===== config.mk =====
export PLATFORM = sky130hd
export DESIGN_NAME = sync_length_crc_deframer_unit
export DESIGN_NICKNAME = d
export VERILOG_FILES = /design/src/sv/sldf_pkg.sv /design/src/sv/sync_length_crc_deframer_unit.sv /design/src/sv/sldf_crc_byte.sv
export SDC_FILE = /design/constraint.sdc
export NUM_CORES = 1
export LEC_CHECK = 0
export ABC_AREA = 0
export BUFFER_PORTS_ARGS = -buffer_cell sky130_fd_sc_hd__buf_2
export CORE_ASPECT_RATIO = 0.9
export CORE_MARGIN = 1.5
export CORE_UTILIZATION = 27
export DETAILED_ROUTE_END_ITERATION = 8
export PLACE_DENSITY_LB_ADDON = 0.05
export SYNTH_ARGS = -nofsm -noshare
export SYNTH_HDL_FRONTEND = slang
export SYNTH_SLANG_ARGS = --single-unit

===== constraint.sdc =====
create_clock -name clk -period 6.2 [get_ports clk]
set_clock_uncertainty 0.05 [all_clocks]
set_input_delay 0.62 -clock clk [delete_from_list [all_inputs] [get_ports clk]]
set_output_delay 0.62 -clock clk [all_outputs]
set_load 0.01 [all_outputs]

===== src/sv/sldf_pkg.sv =====
// Shared constants for the sync/length/CRC-32 packet deframer.
// Used by sldf_crc_byte and sync_length_crc_deframer_unit; no dependencies.
`timescale 1ns / 1ps

package sldf_pkg;

    localparam int LEN_W = 21;
    localparam int CNT_W = 21;

    localparam logic [7:0] SYNC_FIRST  = 8'h50;
    localparam logic [7:0] SYNC_SECOND = 8'h56;

    localparam logic [CNT_W-1:0] HEADER_BYTES = CNT_W'(8);
    localparam logic [CNT_W-1:0] TRAILER_BYTES = CNT_W'(4);

    // header byte positions counted from the first sync byte
    localparam logic [CNT_W-1:0] POS_SYNC2 = CNT_W'(1);
    localparam logic [CNT_W-1:0] POS_TYPE  = CNT_W'(2);
    localparam logic [CNT_W-1:0] POS_SEQ   = CNT_W'(3);
    localparam logic [CNT_W-1:0] POS_LEN0  = CNT_W'(4);
    localparam logic [CNT_W-1:0] POS_LEN1  = CNT_W'(5);
    localparam logic [CNT_W-1:0] POS_LEN2  = CNT_W'(6);
    localparam logic [CNT_W-1:0] POS_LEN3  = CNT_W'(7);

    localparam logic [LEN_W-1:0] MAX_PAYLOAD_RESET = LEN_W'(16384);
    localparam logic [LEN_W-1:0] MAX_PAYLOAD_CAP   = LEN_W'(1048576);

    localparam logic [31:0] CRC_INIT = 32'hFFFF_FFFF;
    localparam logic [31:0] CRC_POLY = 32'hEDB8_8320;

    localparam logic [1:0] KIND_HEADER   = 2'd0;
    localparam logic [1:0] KIND_PAYLOAD  = 2'd1;
    localparam logic [1:0] KIND_END_GOOD = 2'd2;
    localparam logic [1:0] KIND_END_BAD  = 2'd3;

    typedef struct packed {
        logic [LEN_W-1:0] payload_length;
        logic [7:0]       sequence_res;
        logic [7:0]       packet_type;
        logic [7:0]       data_byte;
    } result_t;

endpackage


===== src/sv/sync_length_crc_deframer_unit.sv =====
// Sync/length/CRC-32 packet deframer, one received byte per request.
// The block takes one byte per clock whenever s_tready is high: the whole
// parse step, including the bytewise CRC-32 update, sits between the accepted
// byte and a single result register. s_tready is low only while a finished
// result waits in that register and m_tready is low.
// It hunts for 'P','V', collects type, sequence and a 32-bit little-endian
// length, drops packets longer than max_payload (capped at 2^20) without any
// result, and otherwise emits a header result, one result per payload byte and
// a final good/bad result after checking the little-endian CRC-32 trailer.
// Depends on sldf_pkg and sldf_crc_byte.
`timescale 1ns / 1ps

module sync_length_crc_deframer_unit
(
    input  logic        clk,
    input  logic        rst_n,

    input  logic        cfg_wr_en,
    input  logic [20:0] cfg_wr_data,   // max_payload

    input  logic        s_tvalid,
    output logic        s_tready,
    input  logic [7:0]  s_tdata,       // [7:0] rx_byte

    output logic        m_tvalid,
    input  logic        m_tready,
    output logic [47:0] m_tdata,       // [7:0] data_byte, [15:8] packet_type,
                                       // [23:16] sequence_res,
                                       // [44:24] payload_length, [47:45] zero
    output logic [1:0]  m_tuser        // [1:0] kind
);

    localparam int LEN_W = sldf_pkg::LEN_W;
    localparam int CNT_W = sldf_pkg::CNT_W;

    logic [LEN_W-1:0] max_payload_reg;

    logic [CNT_W-1:0] byte_count_reg, byte_count_next;
    logic [CNT_W-1:0] expected_total_reg, expected_total_next;
    logic [CNT_W-1:0] payload_end_reg, payload_end_next;
    logic [31:0]      running_crc_reg, running_crc_next;
    logic [7:0]       held_type_reg, held_type_next;
    logic [7:0]       held_sequence_reg, held_sequence_next;
    logic [LEN_W-1:0] held_length_reg, held_length_next;
    logic             length_high_reg, length_high_next;
    logic [31:0]      trailer_shift_reg, trailer_shift_next;

    logic                  out_valid_reg;
    logic [1:0]            out_kind_reg;
    sldf_pkg::result_t     out_data_reg;

    logic                  emit;
    logic [1:0]            emit_kind;
    logic [7:0]            emit_byte;
    logic [31:0]           crc_upd;
    logic [LEN_W-1:0]      limit;
    logic                  accept;
    logic [CNT_W-1:0]      count_inc;

    assign s_tready = !out_valid_reg || m_tready;
    assign accept   = s_tvalid && s_tready;
    assign limit    = (max_payload_reg > sldf_pkg::MAX_PAYLOAD_CAP) ?
                      sldf_pkg::MAX_PAYLOAD_CAP : max_payload_reg;
    assign count_inc = byte_count_reg + CNT_W'(1);

    sldf_crc_byte u_crc
    (
        .crc_in  (running_crc_reg),
        .data_in (s_tdata),
        .crc_out (crc_upd)
    );

    always_comb
    begin
        byte_count_next     = byte_count_reg;
        expected_total_next = expected_total_reg;
        payload_end_next    = payload_end_reg;
        running_crc_next    = running_crc_reg;
        held_type_next      = held_type_reg;
        held_sequence_next  = held_sequence_reg;
        held_length_next    = held_length_reg;
        length_high_next    = length_high_reg;
        trailer_shift_next  = trailer_shift_reg;
        emit                = 1'b0;
        emit_kind           = sldf_pkg::KIND_HEADER;
        emit_byte           = 8'd0;

        if (accept)
        begin
            if (byte_count_reg == '0)
            begin
                if (s_tdata == sldf_pkg::SYNC_FIRST)
                begin
                    byte_count_next    = CNT_W'(1);
                    running_crc_next   = sldf_pkg::CRC_INIT;
                    held_length_next   = '0;
                    length_high_next   = 1'b0;
                    trailer_shift_next = '0;
                end
            end
            else if (byte_count_reg == sldf_pkg::POS_SYNC2)
            begin
                // a repeated 'P' counts as a new first sync byte, so the hunt waits for 'V' again
                if (s_tdata == sldf_pkg::SYNC_SECOND)
                    byte_count_next = CNT_W'(2);
                else if (s_tdata == sldf_pkg::SYNC_FIRST)
                    byte_count_next = CNT_W'(1);
                else
                    byte_count_next = '0;
            end
            else if (byte_count_reg < sldf_pkg::HEADER_BYTES)
            begin
                running_crc_next = crc_upd;
                byte_count_next  = count_inc;
                if (byte_count_reg == sldf_pkg::POS_TYPE)
                    held_type_next = s_tdata;
                else if (byte_count_reg == sldf_pkg::POS_SEQ)
                    held_sequence_next = s_tdata;
                else if (byte_count_reg == sldf_pkg::POS_LEN0)
                    held_length_next[7:0] = held_length_reg[7:0] | s_tdata;
                else if (byte_count_reg == sldf_pkg::POS_LEN1)
                    held_length_next[15:8] = held_length_reg[15:8] | s_tdata;
                else if (byte_count_reg == sldf_pkg::POS_LEN2)
                begin
                    held_length_next[20:16] = held_length_reg[20:16] | s_tdata[4:0];
                    length_high_next = length_high_reg || (s_tdata[7:5] != 3'd0);
                end
                else
                    length_high_next = length_high_reg || (s_tdata != 8'd0);

                if (byte_count_reg == sldf_pkg::POS_LEN3)
                begin
                    // drop oversized packets silently and resume the hunt
                    if (length_high_next || (held_length_next > limit))
                    begin
                        byte_count_next     = '0;
                        expected_total_next = sldf_pkg::HEADER_BYTES;
                    end
                    else
                    begin
                        payload_end_next    = held_length_next + sldf_pkg::HEADER_BYTES;
                        expected_total_next = held_length_next + sldf_pkg::HEADER_BYTES
                                              + sldf_pkg::TRAILER_BYTES;
                        emit      = 1'b1;
                        emit_kind = sldf_pkg::KIND_HEADER;
                    end
                end
            end
            else
            begin
                byte_count_next = count_inc;
                if (byte_count_reg < payload_end_reg)
                begin
                    running_crc_next = crc_upd;
                    emit      = 1'b1;
                    emit_kind = sldf_pkg::KIND_PAYLOAD;
                    emit_byte = s_tdata;
                end
                else
                begin
                    trailer_shift_next = {s_tdata, trailer_shift_reg[31:8]};
                    if (count_inc >= expected_total_reg)
                    begin
                        emit      = 1'b1;
                        emit_kind = (trailer_shift_next == ~running_crc_reg) ?
                                    sldf_pkg::KIND_END_GOOD : sldf_pkg::KIND_END_BAD;
                        byte_count_next     = '0;
                        expected_total_next = sldf_pkg::HEADER_BYTES;
                    end
                end
            end
        end
    end

    always_ff @(posedge clk or negedge rst_n)
    begin
        if (!rst_n)
        begin
            max_payload_reg    <= sldf_pkg::MAX_PAYLOAD_RESET;
            byte_count_reg     <= '0;
            expected_total_reg <= sldf_pkg::HEADER_BYTES;
            payload_end_reg    <= sldf_pkg::HEADER_BYTES;
            running_crc_reg    <= sldf_pkg::CRC_INIT;
            held_type_reg      <= '0;
            held_sequence_reg  <= '0;
            held_length_reg    <= '0;
            length_high_reg    <= 1'b0;
            trailer_shift_reg  <= '0;
            out_valid_reg      <= 1'b0;
        end
        else
        begin
            if (cfg_wr_en)
                max_payload_reg <= cfg_wr_data;
            byte_count_reg     <= byte_count_next;
            expected_total_reg <= expected_total_next;
            payload_end_reg    <= payload_end_next;
            running_crc_reg    <= running_crc_next;
            held_type_reg      <= held_type_next;
            held_sequence_reg  <= held_sequence_next;
            held_length_reg    <= held_length_next;
            length_high_reg    <= length_high_next;
            trailer_shift_reg  <= trailer_shift_next;
            if (emit)
                out_valid_reg <= 1'b1;
            else if (m_tready)
                out_valid_reg <= 1'b0;
        end
    end

    // result payload, loaded only when a new result is produced
    always_ff @(posedge clk)
    begin
        if (emit)
        begin
            out_kind_reg                <= emit_kind;
            out_data_reg.data_byte      <= emit_byte;
            out_data_reg.packet_type    <= held_type_next;
            out_data_reg.sequence_res   <= held_sequence_next;
            out_data_reg.payload_length <= held_length_next;
        end
    end

    assign m_tvalid = out_valid_reg;
    assign m_tuser  = out_kind_reg;
    assign m_tdata  = {3'd0, out_data_reg};

endmodule


===== src/sv/sldf_crc_byte.sv =====
// Bytewise reflected CRC-32 update (zlib polynomial), purely combinational.
// Depends on sldf_pkg for the polynomial.
`timescale 1ns / 1ps

module sldf_crc_byte
(
    input  logic [31:0] crc_in,
    input  logic [7:0]  data_in,
    output logic [31:0] crc_out
);

    always_comb
    begin
        logic [31:0] c;
        c = crc_in ^ {24'd0, data_in};
        for (int k = 0; k < 8; k++)
        begin
            if (c[0])
                c = (c >> 1) ^ sldf_pkg::CRC_POLY;
            else
                c = c >> 1;
        end
        crc_out = c;
    end

endmodule


==> flow_summary.yaml <==
clock_tree:
  tritoncts_num_sinks: 226
  clock-root-buffer: "sky130_fd_sc_hd__clkbuf_16"
  cts_post_setup_buffers_inserted: 0
  h-tree-depth: 1
  worst_case_clock_buffer_depth: 3
  tritoncts_clock_tree: "built"
  postCtsHoldBufs: 0
  tritoncts.num_buffers: 29
  cts.clk_slew.worst_paths_ps: 60
  worstSkewPairLatency_ps: 580
  cts_repair_resize_count: 0
yosys:
  synthesis.area_um2: 12680
  synth.most_common_cell: "sky130_fd_sc_hd__dfrtp_1"
  netlist.area_leader.share_pct: 28.42
  synthTopCellsByArea: "sky130_fd_sc_hd__dfrtp_1, sky130_fd_sc_hd__edfxtp_1, sky130_fd_sc_hd__dfstp_2"
  async_reset_ff_share_pct: 79.20
  synth-edff-count: 47
  synth_commonest_cells: "sky130_fd_sc_hd__dfrtp_1, sky130_fd_sc_hd__nand2_1, sky130_fd_sc_hd__nor2_1, sky130_fd_sc_hd__xnor2_1, sky130_fd_sc_hd__o21ai_0"
  postSynthCellCount: 1256
  dominantRegCellSynth: "sky130_fd_sc_hd__dfrtp_1"
  mean_syn_cell_area_um2: 10.09
  synth-seq-cells: 226
  synth.yosys.seq_area_share_pct: 46.81
  netlist.top_cell.by_area: "sky130_fd_sc_hd__dfrtp_1"
  synth_cell_type_count: 69
  synthesis.yosys.warnings: 0
sta:
  rsz0062_at_grt: "false"
  final_clock_period_utilization_by_the_worst_path_pct: 85.58
  setup_viol_count_final: 0
  tightestPinTransition_ps: 1135
  final_hold_viol_count: 0
  drv_slew: 0
  fmaxAchievable_mhz: 188.5
  layout_min_cycle_time_ps: 5306
  worst_slew_margin_rel_pct: 23.76
  fin_tns_setup_ps: 0
flow_run:
  maxCapViolations: 0
placed_design:
  numPlacedInstances: 1921
  placement.io_buffers: 82
  placement.cell_area_um2: 13840
  place_congestion: 0.7909
  hpwlAfterDp_um: 28490
critical_path:
  crit_top_cell: "sky130_fd_sc_hd__o21ai_0"
  setup.worst_path.start: "byte_count_reg[0]$_DFFE_PN0P_"
  cpLargestDelayFamily: "compound AO/OA/AOI/OAI gates"
  critical_path_cell_count: 16
  startpoint_of_the_lowest_slack_register_to_register_path: "byte_count_reg[0]$_DFFE_PN0P_"
  max_stage_delay_ps: 720
  cp-start-kind: "flip-flop"
  cp-endpoint: "m_tdata[31]$_DFFE_PP_"
  worst_ep_required_time_ps: 6360
  worst-r2r-cell-count: 16
  worstReg2RegEnd: "m_tdata[31]$_DFFE_PP_"
  worstSetupPathType: "reg -> reg"
  endpoint_kind: "flip-flop"
  worst-r2r-setup-slack_ps: 890
  crit_path_max_fanout: 47
  worstPathCellList: "inv_1, ha_1, nor2b_1, a41oi_1, inv_1, ha_1, a21o_1, a21o_1, a21oi_1, o21ai_0, a211oi_1, o21ai_0, o21ai_0, nand3_1, inv_2, buf_4"
  timing.critical_path.arrival_ps: 5470
  cell_with_the_largest_stage_delay_on_the_worst_path: "sky130_fd_sc_hd__nor2b_1"
  cp.buffers_inverters: 4
floorplanning:
  rows: 75
  dieArea_um2: 48260
  boundaryPins: 86
  core_area_um2: 46450
  floorplan.initialDensity_pct: 27.29
  floorplan.die.height_um: 208.6
  die_x_um: 231.4
route:
  routed-via-count: 9451
  post_drt_via_cell_ratio: 4.780
  first_pass_detailed_route_iteration_total: 5
  post_drt_wl_per_cell_um: 20.09
  initialDrtViolationCount: 500
  post_route_antenna_net_violation_count: 0
  post_detailed_routing_wire_length_um: 39710
  drc_markers: 0
global_routing:
  grt_start_max_net_pins: 96
  grt_first_pass_wirelength_um: 61330
  grt_use_met2_pct: 24.10
  grt_pass1_vias: 9581
  grt_util_met3_pct: 2.001
  groute.layer.met1.usage_pct: 25.89
  antenna_found_initial: 1
  grt_usage_pct: 16.68
  grt-busiest-layer: "met1"
  grt-ovfl-total: 0
cells_and_area:
  number_of_flip_flops_under_the_largest_register_name: 45
  drive_gt1_share_pct: 18.84
  fin_nets: 1439
  layout-area-overhead-vs-synth_pct: 17.47
  final_core_util_pct: 32.06
  finish.cell_count_without_fillers: 1977
  post-route-cell-area_um2: 14890
power_and_ir_drop:
  power_density_over_the_cells_nw_per_um2: 472.2
  static-leakage-power_nw: 6.597
  total_power_mw: 7.031
  worst_vdd_ir_uv: 236.0
hold_path:
  worst_hold_path_type: "in -> async"
run_status:
  status: "complete, no violations"
-- worst reg2reg max path, cell delays in order (launching register included) --
cell and delay (ps):
sky130_fd_sc_hd__dfrtp_1 470, sky130_fd_sc_hd__inv_1 120, sky130_fd_sc_hd__ha_1 370, sky130_fd_sc_hd__nor2b_1 720, sky130_fd_sc_hd__a41oi_1 390, sky130_fd_sc_hd__inv_1 270, sky130_fd_sc_hd__ha_1 280, sky130_fd_sc_hd__a21o_1 160
sky130_fd_sc_hd__a21o_1 170, sky130_fd_sc_hd__a21oi_1 150, sky130_fd_sc_hd__o21ai_0 150, sky130_fd_sc_hd__a211oi_1 250, sky130_fd_sc_hd__o21ai_0 340, sky130_fd_sc_hd__o21ai_0 270, sky130_fd_sc_hd__nand3_1 150, sky130_fd_sc_hd__inv_2 70
sky130_fd_sc_hd__buf_4 500
-- metal layers --
metal | vias up | routed length, um
met5 | - | 0
met4 | 0 | 1061
met3 | 60 | 1168
met2 | 173 | 16800
met1 | 4634 | 20680
li1 | 4584 | -
-- layout make-up --
cell class / instances / area, um^2
Tap cell: 616 / 770.7
Fill cell: 4836 / 31560
Sequential cell: 226 / 5934
Clock buffer: 40 / 828.3
Antenna cell: 2 / 5.005
Timing Repair Buffer: 108 / 639.4
Inverter: 67 / 254.0
Multi-Input combinational cell: 904 / 6240
Clock inverter: 14 / 220.2
-- logic make-up after synthesis --
kind of cell	Yosys count	share of synthesized area [%]
DFF	226	46.81
buffers and inverters	128	4.066
adders and majority gates	69	6.810
xor gates and xnor gates	146	10.09
muxes	55	4.747
and+or+nand+nor	374	14.01
other	1	0.02958
AOI/OAI and AO/OA	257	13.43
-- placed cells by master, fill, tap and decap left out, types with 4 or more instances in the layout --
cell type	instances
sky130_fd_sc_hd__and2_1	14
sky130_fd_sc_hd__mux2i_1	14
sky130_fd_sc_hd__mux2_2	41
sky130_fd_sc_hd__a21o_1	35
sky130_fd_sc_hd__nor3_1	12
sky130_fd_sc_hd__and4_1	4
sky130_fd_sc_hd__nand4_1	26
sky130_fd_sc_hd__dfrtp_1	144
sky130_fd_sc_hd__nor2_1	101
sky130_fd_sc_hd__o2bb2ai_1	11
sky130_fd_sc_hd__clkbuf_1	6
sky130_fd_sc_hd__nor4_1	17
sky130_fd_sc_hd__a31oi_1	4
sky130_fd_sc_hd__buf_2	81
sky130_fd_sc_hd__o211ai_1	7
sky130_fd_sc_hd__a32o_1	13
sky130_fd_sc_hd__a22o_1	6
sky130_fd_sc_hd__or2_2	7
sky130_fd_sc_hd__buf_4	24
sky130_fd_sc_hd__a21oi_1	50
sky130_fd_sc_hd__xor2_1	48
sky130_fd_sc_hd__ha_1	69
sky130_fd_sc_hd__or3_1	4
sky130_fd_sc_hd__xnor2_1	98
sky130_fd_sc_hd__clkbuf_16	30
sky130_fd_sc_hd__o21ai_0	88
sky130_fd_sc_hd__nor2b_1	11
sky130_fd_sc_hd__nand2_1	129
sky130_fd_sc_hd__a41oi_1	13
sky130_fd_sc_hd__edfxtp_1	47
sky130_fd_sc_hd__nand3_1	20
sky130_fd_sc_hd__and3_1	9
sky130_fd_sc_hd__dfstp_2	35
sky130_fd_sc_hd__bufinv_16	5
sky130_fd_sc_hd__nand2b_1	5
sky130_fd_sc_hd__inv_1	64
sky130_fd_sc_hd__clkbuf_8	5
-- worst min path at each step --
stage,end,startpoint,depth (start not counted)
global placement,payload_end_reg[11]$_DFFE_PN0P_,payload_end_reg[11]$_DFFE_PN0P_,2
CTS,trailer_shift_reg[14]$_DFFE_PN0P_,rst_n,1
global route,trailer_shift_reg[14]$_DFFE_PN0P_,rst_n,1
floorplan,byte_count_reg[0]$_DFFE_PN0P_,rst_n,0
finish,trailer_shift_reg[14]$_DFFE_PN0P_,rst_n,1
detailed placement,payload_end_reg[1]$_DFFE_PN0P_,payload_end_reg[1]$_DFFE_PN0P_,2
-- power by group --
| group | internal [mW] | total, mW | switching (mW) |
|---|---|---|---|
| clock | 1.14 | 1.85 | 0.704 |
| sequential | 1.97 | 2.23 | 0.257 |
| combinational | 1.17 | 2.95 | 1.78 |
| total | 4.29 | 7.03 | 2.74 |
-- per-stage QoR --
step	worst slack, ps	hold slack [ps]
4_1_cts	835.1	83.13
2_1_floorplan	1651	274.4
5_1_grt	509.1	101.3
6_report	894.0	72.16
3_3_place_gp	903.8	412.2
3_5_place_dp	844.2	421.9
No activity file was read; power rests on OpenSTA's default activity.
